`src/rtl/core/brslr_pkg.sv`:
```
// Shared types and constants for the banded row score / log ratio block.
// Holds field widths, register and status codes, the sequencer state type
// and the divider command/response structs. No dependencies.
package brslr_pkg;

   localparam int unsigned MaxBeadsDefault = 4096;

   localparam int unsigned BeadRegW = 13;
   localparam int unsigned BandW    = 12;
   localparam int unsigned ValueW   = 32;
   localparam int unsigned RowW     = 12;
   localparam int unsigned MeanW    = 32;
   localparam int unsigned IdxW     = 23;
   localparam int unsigned StatusW  = 2;
   localparam int unsigned SumW     = 44;
   localparam int unsigned CsrIdxW  = 2;
   localparam int unsigned CsrDataW = 13;

   // shared restoring divider
   localparam int unsigned DivW     = 64;
   localparam int unsigned DivisorW = 32;
   localparam int unsigned StepW    = 7;

   // log2 stage
   localparam int unsigned FracW  = 16;
   localparam int unsigned KW     = 7;
   localparam int unsigned ShiftW = 5;
   localparam int unsigned MantW  = 31;
   localparam int unsigned ProdW  = 62;

   localparam logic [CsrIdxW-1:0] RegBeadCount    = 2'd0;
   localparam logic [CsrIdxW-1:0] RegBandDistance = 2'd1;

   localparam logic [BeadRegW-1:0] BeadCountReset    = 13'd4096;
   localparam logic [BandW-1:0]    BandDistanceReset = 12'd1;

   localparam logic [StatusW-1:0] StatusOk         = 2'd0;
   localparam logic [StatusW-1:0] StatusNoDistal   = 2'd1;
   localparam logic [StatusW-1:0] StatusDistalZero = 2'd2;
   localparam logic [StatusW-1:0] StatusLocalZero  = 2'd3;

   localparam logic [IdxW-1:0] IdxMin = 23'h400000;
   localparam logic [IdxW-1:0] IdxMax = 23'h3FFFFF;

   typedef enum logic [3:0] {
      S_IDLE,
      S_PREP_LOC,
      S_DIV_LOC,
      S_PREP_DIS,
      S_DIV_DIS,
      S_CHECK,
      S_NORM,
      S_DIV_LOG,
      S_SQ_MUL,
      S_SQ_ADJ,
      S_DONE
   } state_type;

   typedef struct packed {
      logic                load;
      logic [DivW-1:0]     dividend;
      logic [DivisorW-1:0] divisor;
      logic [StepW-1:0]    steps;
   } div_cmd_type;

   typedef struct packed {
      logic            busy;
      logic [DivW-1:0] quotient;
   } div_rsp_type;

endpackage

```
`src/rtl/core/brslr_div.sv`:
```
// Shared restoring divider, one quotient bit per cycle.
// Dividend is left aligned; after the requested number of steps the
// quotient sits in the low bits. Depends on brslr_pkg.
module brslr_div (
   input  logic                    clock,
   input  logic                    reset,
   input  brslr_pkg::div_cmd_type  cmd,
   output brslr_pkg::div_rsp_type  rsp
);

   logic                               busy_ff, busy_in;
   logic [brslr_pkg::StepW-1:0]        cnt_ff, cnt_in;
   logic [brslr_pkg::DivisorW-1:0]     rem_ff, rem_in;
   logic [brslr_pkg::DivW-1:0]         quo_ff, quo_in;
   logic [brslr_pkg::DivisorW-1:0]     divisor_ff, divisor_in;

   logic [brslr_pkg::DivisorW:0]       trial;
   logic [brslr_pkg::DivisorW:0]       diff;
   logic                               ge;

   always_comb begin
      trial = {rem_ff, quo_ff[brslr_pkg::DivW-1]};
      diff  = trial - {1'b0, divisor_ff};
      ge    = (trial >= {1'b0, divisor_ff});

      busy_in    = busy_ff;
      cnt_in     = cnt_ff;
      rem_in     = rem_ff;
      quo_in     = quo_ff;
      divisor_in = divisor_ff;

      if (cmd.load) begin
         busy_in    = 1'b1;
         cnt_in     = cmd.steps;
         rem_in     = '0;
         quo_in     = cmd.dividend;
         divisor_in = cmd.divisor;
      end else if (busy_ff) begin
         rem_in  = ge ? diff[brslr_pkg::DivisorW-1:0] : trial[brslr_pkg::DivisorW-1:0];
         quo_in  = {quo_ff[brslr_pkg::DivW-2:0], ge};
         cnt_in  = cnt_ff - 1'b1;
         busy_in = (cnt_ff != brslr_pkg::StepW'(1));
      end
   end

   always_ff @(posedge clock) begin
      if (reset) begin
         busy_ff <= 1'b0;
         cnt_ff  <= '0;
      end else begin
         busy_ff <= busy_in;
         cnt_ff  <= cnt_in;
      end
   end

   always_ff @(posedge clock) begin
      rem_ff     <= rem_in;
      quo_ff     <= quo_in;
      divisor_ff <= divisor_in;
   end

   assign rsp.busy     = busy_ff;
   assign rsp.quotient = quo_ff;

   a_no_load_while_busy: assert property (@(posedge clock) disable iff (reset)
      cmd.load |-> !busy_ff)
      else $error("divider loaded while busy");

   a_rem_below_divisor: assert property (@(posedge clock) disable iff (reset)
      busy_ff |-> (rem_ff < divisor_ff))
      else $error("partial remainder not below divisor");

   a_busy_ends_on_last_step: assert property (@(posedge clock) disable iff (reset)
      $fell(busy_ff) |-> ($past(cnt_ff) == brslr_pkg::StepW'(1)))
      else $error("divider finished early");

endmodule

```
`src/rtl/core/banded_row_score_log_ratio_top.sv`:
```
// Banded row score with log2 ratio: streams a square matrix, reports per row.
// A request that does not close a row is accepted in IDLE, back to back.
// The closing request starts a sequencer around one shared bit-serial divider
// and a 31x31 squarer; the work until the response is loaded is mostly divider
// steps; requests stall meanwhile and while the last response waits.
// Synchronous reset clears counters and sums, bead_count to 4096, band_distance to 1.
module banded_row_score_log_ratio_top #(
   parameter int unsigned MAX_BEADS = brslr_pkg::MaxBeadsDefault
) (
   input  logic                                clock,
   input  logic                                reset,
   input  logic                                req_valid,
   output logic                                req_stall,
   input  logic [brslr_pkg::ValueW-1:0]        req_contact_value,
   output logic                                rsp_valid,
   input  logic                                rsp_stall,
   output logic [brslr_pkg::RowW-1:0]          rsp_row_index,
   output logic [brslr_pkg::MeanW-1:0]         rsp_local_mean,
   output logic [brslr_pkg::MeanW-1:0]         rsp_distal_mean,
   output logic signed [brslr_pkg::IdxW-1:0]   rsp_open_index,
   output logic [brslr_pkg::StatusW-1:0]       rsp_status,
   input  logic                                csr_write_enable,
   input  logic [brslr_pkg::CsrIdxW-1:0]       csr_index,
   input  logic [brslr_pkg::CsrDataW-1:0]      csr_write_data
);

   localparam int unsigned RegMax = (1 << brslr_pkg::BeadRegW) - 1;
   localparam int unsigned NMax   = (MAX_BEADS < RegMax) ? MAX_BEADS : RegMax;
   localparam int unsigned CntW   = $clog2(NMax + 1);
   localparam int unsigned CmpW   = brslr_pkg::BeadRegW;
   localparam int unsigned PadW   = brslr_pkg::DivW - brslr_pkg::SumW;

   brslr_pkg::state_type                state_ff, state_in;

   logic [brslr_pkg::BeadRegW-1:0]      bead_ff, bead_in;
   logic [brslr_pkg::BandW-1:0]         band_ff, band_in;

   logic [CntW-1:0]                     row_ff, row_in;
   logic [CntW-1:0]                     col_ff, col_in;
   logic [CntW-1:0]                     local_cnt_ff, local_cnt_in;
   logic [brslr_pkg::SumW-1:0]          local_sum_ff, local_sum_in;
   logic [brslr_pkg::SumW-1:0]          distal_sum_ff, distal_sum_in;

   logic [brslr_pkg::MeanW-1:0]         lmean_ff, lmean_in;
   logic [brslr_pkg::MeanW-1:0]         dmean_ff, dmean_in;
   logic [brslr_pkg::StatusW-1:0]       status_ff, status_in;
   logic [brslr_pkg::IdxW-1:0]          idx_ff, idx_in;

   logic [brslr_pkg::MeanW-1:0]         dn_ff, dn_in;
   logic [brslr_pkg::MeanW-1:0]         ln_ff, ln_in;
   logic [brslr_pkg::ShiftW-1:0]        sa_ff, sa_in;
   logic [brslr_pkg::ShiftW-1:0]        sb_ff, sb_in;
   logic [brslr_pkg::KW-1:0]            k_ff, k_in;
   logic [brslr_pkg::MantW-1:0]         m_ff, m_in;
   logic [brslr_pkg::ProdW-1:0]         prod_ff, prod_in;
   logic [brslr_pkg::FracW-1:0]         frac_ff, frac_in;
   logic [3:0]                          sq_cnt_ff, sq_cnt_in;

   logic                                rsp_valid_ff, rsp_valid_in;
   logic [brslr_pkg::RowW-1:0]          rsp_row_ff, rsp_row_in;
   logic [brslr_pkg::MeanW-1:0]         rsp_lmean_ff, rsp_lmean_in;
   logic [brslr_pkg::MeanW-1:0]         rsp_dmean_ff, rsp_dmean_in;
   logic [brslr_pkg::IdxW-1:0]          rsp_idx_ff, rsp_idx_in;
   logic [brslr_pkg::StatusW-1:0]       rsp_status_ff, rsp_status_in;

   brslr_pkg::div_cmd_type              div_cmd;
   brslr_pkg::div_rsp_type              div_rsp;

   logic [CntW-1:0]                     n_eff;
   logic [CntW-1:0]                     diag_dist;
   logic [CntW-1:0]                     col_plus;
   logic [CntW-1:0]                     row_plus;
   logic                                in_band;
   logic                                row_end;
   logic                                req_accept;
   logic                                out_free;
   logic [brslr_pkg::SumW:0]            sum_add;
   logic [brslr_pkg::SumW-1:0]          sum_sat;
   logic [brslr_pkg::MeanW-1:0]         sq;
   logic [brslr_pkg::MeanW-1:0]         q_sat;

   brslr_div u_div (
      .clock (clock),
      .reset (reset),
      .cmd   (div_cmd),
      .rsp   (div_rsp)
   );

   always_comb begin
      if (bead_ff == '0) begin
         n_eff = CntW'(1);
      end else if (32'(bead_ff) > NMax) begin
         n_eff = CntW'(NMax);
      end else begin
         n_eff = CntW'(bead_ff);
      end

      diag_dist = (row_ff >= col_ff) ? (row_ff - col_ff) : (col_ff - row_ff);
      in_band   = (CmpW'(diag_dist) <= CmpW'(band_ff));
      col_plus  = col_ff + 1'b1;
      row_end   = (col_plus >= n_eff);
      row_plus  = row_ff + 1'b1;

      // one adder serves whichever sum the element belongs to
      sum_add = {1'b0, in_band ? local_sum_ff : distal_sum_ff}
              + (brslr_pkg::SumW + 1)'(req_contact_value);
      sum_sat = sum_add[brslr_pkg::SumW] ? '1 : sum_add[brslr_pkg::SumW-1:0];

      q_sat = (div_rsp.quotient[brslr_pkg::SumW-1:brslr_pkg::MeanW] != '0)
            ? '1 : div_rsp.quotient[brslr_pkg::MeanW-1:0];

      sq = prod_ff[brslr_pkg::ProdW-1:brslr_pkg::ProdW-brslr_pkg::MeanW];

      req_accept = req_valid && (state_ff == brslr_pkg::S_IDLE);
      out_free   = !rsp_valid_ff || !rsp_stall;
   end

   always_comb begin
      state_in      = state_ff;
      bead_in       = bead_ff;
      band_in       = band_ff;
      row_in        = row_ff;
      col_in        = col_ff;
      local_cnt_in  = local_cnt_ff;
      local_sum_in  = local_sum_ff;
      distal_sum_in = distal_sum_ff;
      lmean_in      = lmean_ff;
      dmean_in      = dmean_ff;
      status_in     = status_ff;
      idx_in        = idx_ff;
      dn_in         = dn_ff;
      ln_in         = ln_ff;
      sa_in         = sa_ff;
      sb_in         = sb_ff;
      k_in          = k_ff;
      m_in          = m_ff;
      prod_in       = prod_ff;
      frac_in       = frac_ff;
      sq_cnt_in     = sq_cnt_ff;
      rsp_valid_in  = rsp_valid_ff && rsp_stall;
      rsp_row_in    = rsp_row_ff;
      rsp_lmean_in  = rsp_lmean_ff;
      rsp_dmean_in  = rsp_dmean_ff;
      rsp_idx_in    = rsp_idx_ff;
      rsp_status_in = rsp_status_ff;
      div_cmd       = '0;

      if (csr_write_enable) begin
         unique case (csr_index)
            brslr_pkg::RegBeadCount:    bead_in = csr_write_data[brslr_pkg::BeadRegW-1:0];
            brslr_pkg::RegBandDistance: band_in = csr_write_data[brslr_pkg::BandW-1:0];
            default: ;
         endcase
      end

      unique case (state_ff)
         brslr_pkg::S_IDLE: begin
            if (req_accept) begin
               if (in_band) begin
                  local_sum_in = sum_sat;
                  local_cnt_in = local_cnt_ff + 1'b1;
               end else begin
                  distal_sum_in = sum_sat;
               end
               col_in = col_plus;
               if (row_end) begin
                  state_in = brslr_pkg::S_PREP_LOC;
               end
            end
         end

         brslr_pkg::S_PREP_LOC: begin
            if (local_cnt_ff == '0) begin
               lmean_in = '0;
               state_in = brslr_pkg::S_PREP_DIS;
            end else begin
               div_cmd.load     = 1'b1;
               div_cmd.dividend = {local_sum_ff, {PadW{1'b0}}};
               div_cmd.divisor  = brslr_pkg::DivisorW'(local_cnt_ff);
               div_cmd.steps    = brslr_pkg::StepW'(brslr_pkg::SumW);
               state_in         = brslr_pkg::S_DIV_LOC;
            end
         end

         brslr_pkg::S_DIV_LOC: begin
            if (!div_rsp.busy) begin
               lmean_in = q_sat;
               state_in = brslr_pkg::S_PREP_DIS;
            end
         end

         brslr_pkg::S_PREP_DIS: begin
            if (local_cnt_ff >= n_eff) begin
               dmean_in  = '0;
               status_in = brslr_pkg::StatusNoDistal;
               idx_in    = brslr_pkg::IdxMin;
               state_in  = brslr_pkg::S_DONE;
            end else begin
               div_cmd.load     = 1'b1;
               div_cmd.dividend = {distal_sum_ff, {PadW{1'b0}}};
               div_cmd.divisor  = brslr_pkg::DivisorW'(n_eff - local_cnt_ff);
               div_cmd.steps    = brslr_pkg::StepW'(brslr_pkg::SumW);
               state_in         = brslr_pkg::S_DIV_DIS;
            end
         end

         brslr_pkg::S_DIV_DIS: begin
            if (!div_rsp.busy) begin
               dmean_in = q_sat;
               state_in = brslr_pkg::S_CHECK;
            end
         end

         brslr_pkg::S_CHECK: begin
            if (dmean_ff == '0) begin
               status_in = brslr_pkg::StatusDistalZero;
               idx_in    = brslr_pkg::IdxMin;
               state_in  = brslr_pkg::S_DONE;
            end else if (lmean_ff == '0) begin
               status_in = brslr_pkg::StatusLocalZero;
               idx_in    = brslr_pkg::IdxMax;
               state_in  = brslr_pkg::S_DONE;
            end else begin
               dn_in    = dmean_ff;
               ln_in    = lmean_ff;
               sa_in    = '0;
               sb_in    = '0;
               state_in = brslr_pkg::S_NORM;
            end
         end

         brslr_pkg::S_NORM: begin
            if (dn_ff[brslr_pkg::MeanW-1] && ln_ff[brslr_pkg::MeanW-1]) begin
               // both normalized: pick the scaling that keeps the ratio in [1,2)
               div_cmd.load    = 1'b1;
               div_cmd.divisor = ln_ff;
               div_cmd.steps   = brslr_pkg::StepW'(brslr_pkg::DivW);
               if (dn_ff >= ln_ff) begin
                  div_cmd.dividend = {2'b00, dn_ff, 30'd0};
                  k_in = brslr_pkg::KW'(sb_ff) - brslr_pkg::KW'(sa_ff);
               end else begin
                  div_cmd.dividend = {1'b0, dn_ff, 31'd0};
                  k_in = brslr_pkg::KW'(sb_ff) - brslr_pkg::KW'(sa_ff)
                       - brslr_pkg::KW'(1);
               end
               state_in = brslr_pkg::S_DIV_LOG;
            end else begin
               if (!dn_ff[brslr_pkg::MeanW-1]) begin
                  dn_in = {dn_ff[brslr_pkg::MeanW-2:0], 1'b0};
                  sa_in = sa_ff + 1'b1;
               end
               if (!ln_ff[brslr_pkg::MeanW-1]) begin
                  ln_in = {ln_ff[brslr_pkg::MeanW-2:0], 1'b0};
                  sb_in = sb_ff + 1'b1;
               end
            end
         end

         brslr_pkg::S_DIV_LOG: begin
            if (!div_rsp.busy) begin
               m_in      = div_rsp.quotient[brslr_pkg::MantW-1:0];
               frac_in   = '0;
               sq_cnt_in = '0;
               state_in  = brslr_pkg::S_SQ_MUL;
            end
         end

         brslr_pkg::S_SQ_MUL: begin
            prod_in  = m_ff * m_ff;
            state_in = brslr_pkg::S_SQ_ADJ;
         end

         brslr_pkg::S_SQ_ADJ: begin
            // square reached 2 or more: emit a one and halve; else emit a zero and keep it
            frac_in = {frac_ff[brslr_pkg::FracW-2:0], sq[brslr_pkg::MeanW-1]};
            m_in    = sq[brslr_pkg::MeanW-1] ? sq[brslr_pkg::MeanW-1:1]
                                             : sq[brslr_pkg::MantW-1:0];
            if (sq_cnt_ff == 4'd15) begin
               idx_in    = {k_ff, frac_in};
               status_in = brslr_pkg::StatusOk;
               state_in  = brslr_pkg::S_DONE;
            end else begin
               sq_cnt_in = sq_cnt_ff + 1'b1;
               state_in  = brslr_pkg::S_SQ_MUL;
            end
         end

         brslr_pkg::S_DONE: begin
            if (out_free) begin
               rsp_valid_in  = 1'b1;
               rsp_row_in    = brslr_pkg::RowW'(row_ff);
               rsp_lmean_in  = lmean_ff;
               rsp_dmean_in  = dmean_ff;
               rsp_idx_in    = idx_ff;
               rsp_status_in = status_ff;
               col_in        = '0;
               local_cnt_in  = '0;
               local_sum_in  = '0;
               distal_sum_in = '0;
               row_in        = (row_plus >= n_eff) ? '0 : row_plus;
               state_in      = brslr_pkg::S_IDLE;
            end
         end

         default: state_in = brslr_pkg::S_IDLE;
      endcase
   end

   always_ff @(posedge clock) begin
      if (reset) begin
         state_ff      <= brslr_pkg::S_IDLE;
         bead_ff       <= brslr_pkg::BeadCountReset;
         band_ff       <= brslr_pkg::BandDistanceReset;
         row_ff        <= '0;
         col_ff        <= '0;
         local_cnt_ff  <= '0;
         local_sum_ff  <= '0;
         distal_sum_ff <= '0;
         rsp_valid_ff  <= 1'b0;
      end else begin
         state_ff      <= state_in;
         bead_ff       <= bead_in;
         band_ff       <= band_in;
         row_ff        <= row_in;
         col_ff        <= col_in;
         local_cnt_ff  <= local_cnt_in;
         local_sum_ff  <= local_sum_in;
         distal_sum_ff <= distal_sum_in;
         rsp_valid_ff  <= rsp_valid_in;
      end
   end

   always_ff @(posedge clock) begin
      lmean_ff      <= lmean_in;
      dmean_ff      <= dmean_in;
      status_ff     <= status_in;
      idx_ff        <= idx_in;
      dn_ff         <= dn_in;
      ln_ff         <= ln_in;
      sa_ff         <= sa_in;
      sb_ff         <= sb_in;
      k_ff          <= k_in;
      m_ff          <= m_in;
      prod_ff       <= prod_in;
      frac_ff       <= frac_in;
      sq_cnt_ff     <= sq_cnt_in;
      rsp_row_ff    <= rsp_row_in;
      rsp_lmean_ff  <= rsp_lmean_in;
      rsp_dmean_ff  <= rsp_dmean_in;
      rsp_idx_ff    <= rsp_idx_in;
      rsp_status_ff <= rsp_status_in;
   end

   assign req_stall       = (state_ff != brslr_pkg::S_IDLE);
   assign rsp_valid       = rsp_valid_ff;
   assign rsp_row_index   = rsp_row_ff;
   assign rsp_local_mean  = rsp_lmean_ff;
   assign rsp_distal_mean = rsp_dmean_ff;
   assign rsp_open_index  = rsp_idx_ff;
   assign rsp_status      = rsp_status_ff;

   a_local_within_columns: assert property (@(posedge clock) disable iff (reset)
      local_cnt_ff <= col_ff)
      else $error("local count exceeds columns seen");

   a_row_end_starts_scoring: assert property (@(posedge clock) disable iff (reset)
      (req_accept && row_end) |=> (state_ff == brslr_pkg::S_PREP_LOC))
      else $error("row end did not start scoring");

   a_response_from_done: assert property (@(posedge clock) disable iff (reset)
      $rose(rsp_valid_ff) |-> ($past(state_ff) == brslr_pkg::S_DONE))
      else $error("response appeared outside completion");

   a_accumulators_cleared: assert property (@(posedge clock) disable iff (reset)
      ($past(state_ff) == brslr_pkg::S_DONE && state_ff == brslr_pkg::S_IDLE)
      |-> (col_ff == '0 && local_cnt_ff == '0))
      else $error("row state not cleared after response");

endmodule
```
`config.mk`:
```
export PLATFORM = sky130hd
export DESIGN_NAME = banded_row_score_log_ratio_top
export DESIGN_NICKNAME = d
export VERILOG_FILES = /design/src/rtl/core/brslr_pkg.sv /design/src/rtl/core/brslr_div.sv /design/src/rtl/core/banded_row_score_log_ratio_top.sv
export SDC_FILE = /design/constraint.sdc
export NUM_CORES = 2
export LEC_CHECK = 0
export BUFFER_PORTS_ARGS = -buffer_cell sky130_fd_sc_hd__buf_2
export CORE_MARGIN = 10
export CORE_UTILIZATION = 55
export DETAILED_ROUTE_END_ITERATION = 7
export HOLD_SLACK_MARGIN = 0.06
export PLACE_DENSITY = 0.72
export SYNTH_ARGS = -nofsm -noshare
export SYNTH_HDL_FRONTEND = slang
export SYNTH_SLANG_ARGS = --single-unit
```
`constraint.sdc`:
```
create_clock -name clock -period 9.5 [get_ports clock]
set_input_delay 1.9 -clock clock [delete_from_list [all_inputs] [get_ports clock]]
set_output_delay 1.9 -clock clock [all_outputs]
set_load 0.01 [all_outputs]
```
==> metrics.log <==
INFO  metric io_buffer_count = 154
INFO  metric overall_via_count_from_detail_route = 44335
INFO  metric synth_top_flop_cell = edfxtp_1
INFO  metric combinational_family_with_the_most_area_after_synthesis = adder cells
INFO  metric synth_fa_ha_area_frac = 0.3452
INFO  metric setup_viol = 0
INFO  metric final-max-slew-violation-count = 0
INFO  metric drive_above_1_share = 0.07094
INFO  metric synth_edf_count = 449
INFO  metric ys.warnings.count = 0
INFO  metric wire_per_inst = 21.03 µm
INFO  metric failed_checks = DRC
INFO  metric power.density = 159.0 nW/µm²
INFO  metric grt_start_max_net_pins = 94
INFO  metric startpoint_type = flip-flop
INFO  metric clock-skew-final = 0.06095 ns
INFO  metric yosysTopAreaCellShare = 0.2504
INFO  metric run_status = finished with violations
INFO  metric synthXorXnorAreaFrac = 0.02794
INFO  metric synth_cell_type_count = 95
INFO  metric number_of_remaining_drc_errors = 6
INFO  metric ys_top_cells_by_area = fa_1, edfxtp_1, ha_1, inv_1, dfxtp_1
INFO  metric slew_headroom = 0.1609
INFO  metric cp_data_arrival_time = 9.60 ns
INFO  metric synth_compound_gate_area_share = 0.1000
INFO  metric cap_violations = 0
INFO  metric synthesis.area = 60200 µm²
INFO  metric timing.final.crit_share = 0.9697
INFO  metric detail_placement_hpwl = 124600 µm
INFO  metric cts_clock_pin_slew_for_the_worst_setup_and_hold_paths = 0.06 ns
INFO  metric worst-setup-path-type = flip-flop to flip-flop
INFO  metric post_synth.cell_area_avg = 9.783 µm²
INFO  metric cts.hold.buffers_added = 0
INFO  metric num_io_pins = 155
INFO  metric worstSetupEndpointType = flip-flop
INFO  metric globalRoute.totalOverflow = 0
INFO  metric cts_max_level = 3
INFO  metric tns = 0 ns
INFO  metric cts_setup_buffers = 0
INFO  metric ant_nets = 0
INFO  metric synth_common_cells = inv_1, fa_1, nand2_1
INFO  metric finalWirelength = 161500 µm
INFO  metric postCtsResizedCells = 0
INFO  metric design.final.nets = 7466
INFO  metric post-route-cell-area = 64780 µm²
INFO  metric clkSinkCount = 646
INFO  metric grt_first_pass_wirelength = 254000 µm
INFO  metric row_count = 121
INFO  metric drt-initial-drc-count = 4446
INFO  metric leading_cell_type_by_number_of_instances_after_synthesis = inv_1
INFO  metric hold_depth = 0
INFO  metric netlist.top_cell.by_area = fa_1
INFO  metric async_flop_share = 0
INFO  metric rsz0062_at_grt = no
INFO  metric core = 108700 µm²
INFO  metric cts_inserted_buffers = 68
INFO  metric hold_path.class = flip-flop to flip-flop
INFO  metric antenna_found_initial = 13
INFO  metric die_area = 123100 µm²
INFO  metric areaGrowthSynthToFinish = 7.620%
INFO  metric clock.fmax = 108.6 MHz
INFO  metric time_the_final_worst_path_needs_with_i_o_delays_and_setup = 9.212 ns
INFO  metric yosys_register_bits = 646
INFO  metric path_max_fanout = 23
INFO  metric drtPass1Iterations = 8
INFO  metric power.static_leakage = 30.51 nW
INFO  metric synth.mux.area_fraction = 0.02114
INFO  metric final_core_util = 0.5960
INFO  metric rr_worst_depth = 25
INFO  metric die_y = 350.8 µm
INFO  metric detailed_place.area = 62520 µm²
INFO  metric fraction_of_the_mapped_netlist_area_in_simple_logic_gates = 0.1267
INFO  metric cts-root-buf = clkbuf_16
INFO  metric synth.yosys.seq_area_share = 0.2895
INFO  metric syn-instance-count = 6153
INFO  metric report.final.hold_viol_count = 0
INFO  metric vias_in_the_first_global_route = 45663
INFO  metric required_time_of_the_worst_setup_path = 9.89 ns
INFO  metric vias_per_cell = 5.776
INFO  metric synth_nets = 7414
INFO  metric irDropWorstVdd = 0.1748 mV
INFO  metric chipWidth = 350.8 µm
INFO  metric timing_worst_slew_pin_value = 1.259 ns
INFO  metric initial_core_util = 0.5538
INFO  metric max-clock-path-buffers = 3
INFO  metric clk-insertion-delay-late = 0.66 ns
INFO  metric cts_tree = yes
INFO  metric routabilityCongestion = 0.9490
INFO  metric grtUsageTotal = 0.2630
stage by stage:
stage	setup slack [ns]	power [mW]	cells	hold WS (ns)
after floorplan	1.838	6.604	6153	0.4003
after global placement	0.5434	7.467	7549	0.4021
after detailed placement	0.6047	7.542	7549	0.4045
after CTS	0.5453	10.26	7673	0.4181
after global routing	0.1133	10.87	7673	0.4222
final	0.2881	10.30	7676	0.4171
layout make-up:
| type | count | area, µm² |
|---|---|---|
| tap | 1414 | 1769 |
| timing repair buffer | 243 | 1454 |
| clock inverter | 39 | 450.4 |
| multi-input combinational | 4089 | 37520 |
| antenna | 3 | 7.507 |
| clock buffer | 85 | 1807 |
| fill | 9164 | 43920 |
| inverter | 1157 | 4345 |
| sequential | 646 | 17430 |
kinds of logic after synthesis:
kind of cell | count (synthesis)
compound gates | 939
xor+xnor | 192
fa+ha+maj | 1209
buf+inv | 1418
flops | 646
mux | 121
simple gates | 1628
critical path: stages, from the launching register on:
cell      delay, ns
edfxtp_1       1.14
buf_4          0.34
nand2_1        0.17
fa_1           0.61
fa_1           0.54
fa_1           0.46
fa_1           0.54
inv_1          0.05
fa_1           0.60
fa_1           0.47
fa_1           0.50
inv_1          0.05
fa_1           0.47
inv_1          0.04
ha_1           0.32
a21oi_1        0.16
nor2b_1        0.06
o21ai_0        0.41
nand2b_1       0.25
a31oi_2        0.53
a21oi_2        0.23
a21o_1         0.25
a21o_1         0.21
a21bo_2        0.24
a21oi_1        0.18
xnor2_1        0.09
flip-flops by register name (all words and copies together), names as in the netlist, 31 cells and up:
register / count
m_ff: 31
distal_sum_ff: 44
u_div.divisor_ff: 32
u_div.quo_ff: 64
ln_ff: 32
u_div.rem_ff: 32
dmean_ff: 32
dn_ff: 32
lmean_ff: 32
rsp_distal_mean: 32
rsp_local_mean: 32
local_sum_ff: 44
prod_ff: 32
cells in the final DEF (no fill, tap or decap), drive strengths merged, types with 28 or more instances in the layout:
cell type	Yosys	final
nand2b	28	28
nand3b	32	32
fa	753	753
a21o	106	106
nand2	698	698
and3	34	34
dfxtp	197	197
mux2	40	40
inv	1155	1160
nor2b	31	31
a21oi	321	321
o21ai	210	210
nand4	51	51
xor2	62	62
o21a	28	28
nand3	74	74
nor4	30	30
nor3	55	55
clkinv	2	28
nor2	323	323
a222oi	53	53
clkbuf	219	85
mux2i	81	81
edfxtp	449	449
buf	42	243
xnor2	130	130
ha	456	456
and2	225	225
o31ai	39	39
power by group:
part           internal, mW  total [mW]  switching [mW]
Combinational          1.45        3.72            2.27
Sequential             3.49        3.86           0.374
Clock                  1.52        2.72            1.20
Total                  6.46        10.3            3.84
metal layers:
metal | vias to the layer above | global-route usage | wire length (µm)
met1 | 21976 | 0.3693 | 67990
met3 | 307 | 0.06112 | 16420
met2 | 1902 | 0.4085 | 72560
met4 | 16 | 0.07047 | 4410
li1 | 20134 | - | -
met5 | - | 0 | 91
final timing paths:
| kind | endpoint | startpoint | slack [ns] |
|---|---|---|---|
| worst max-delay path | prod_ff[56] | m_ff[9] | 0.29 |
| worst min-delay path | rsp_open_index[9] | idx_ff[9] | 0.42 |
| worst max register to register | prod_ff[56] | m_ff[9] | 0.29 |
| worst min register to register | rsp_open_index[9] | idx_ff[9] | 0.42 |
(Power assumes the default switching activity.)
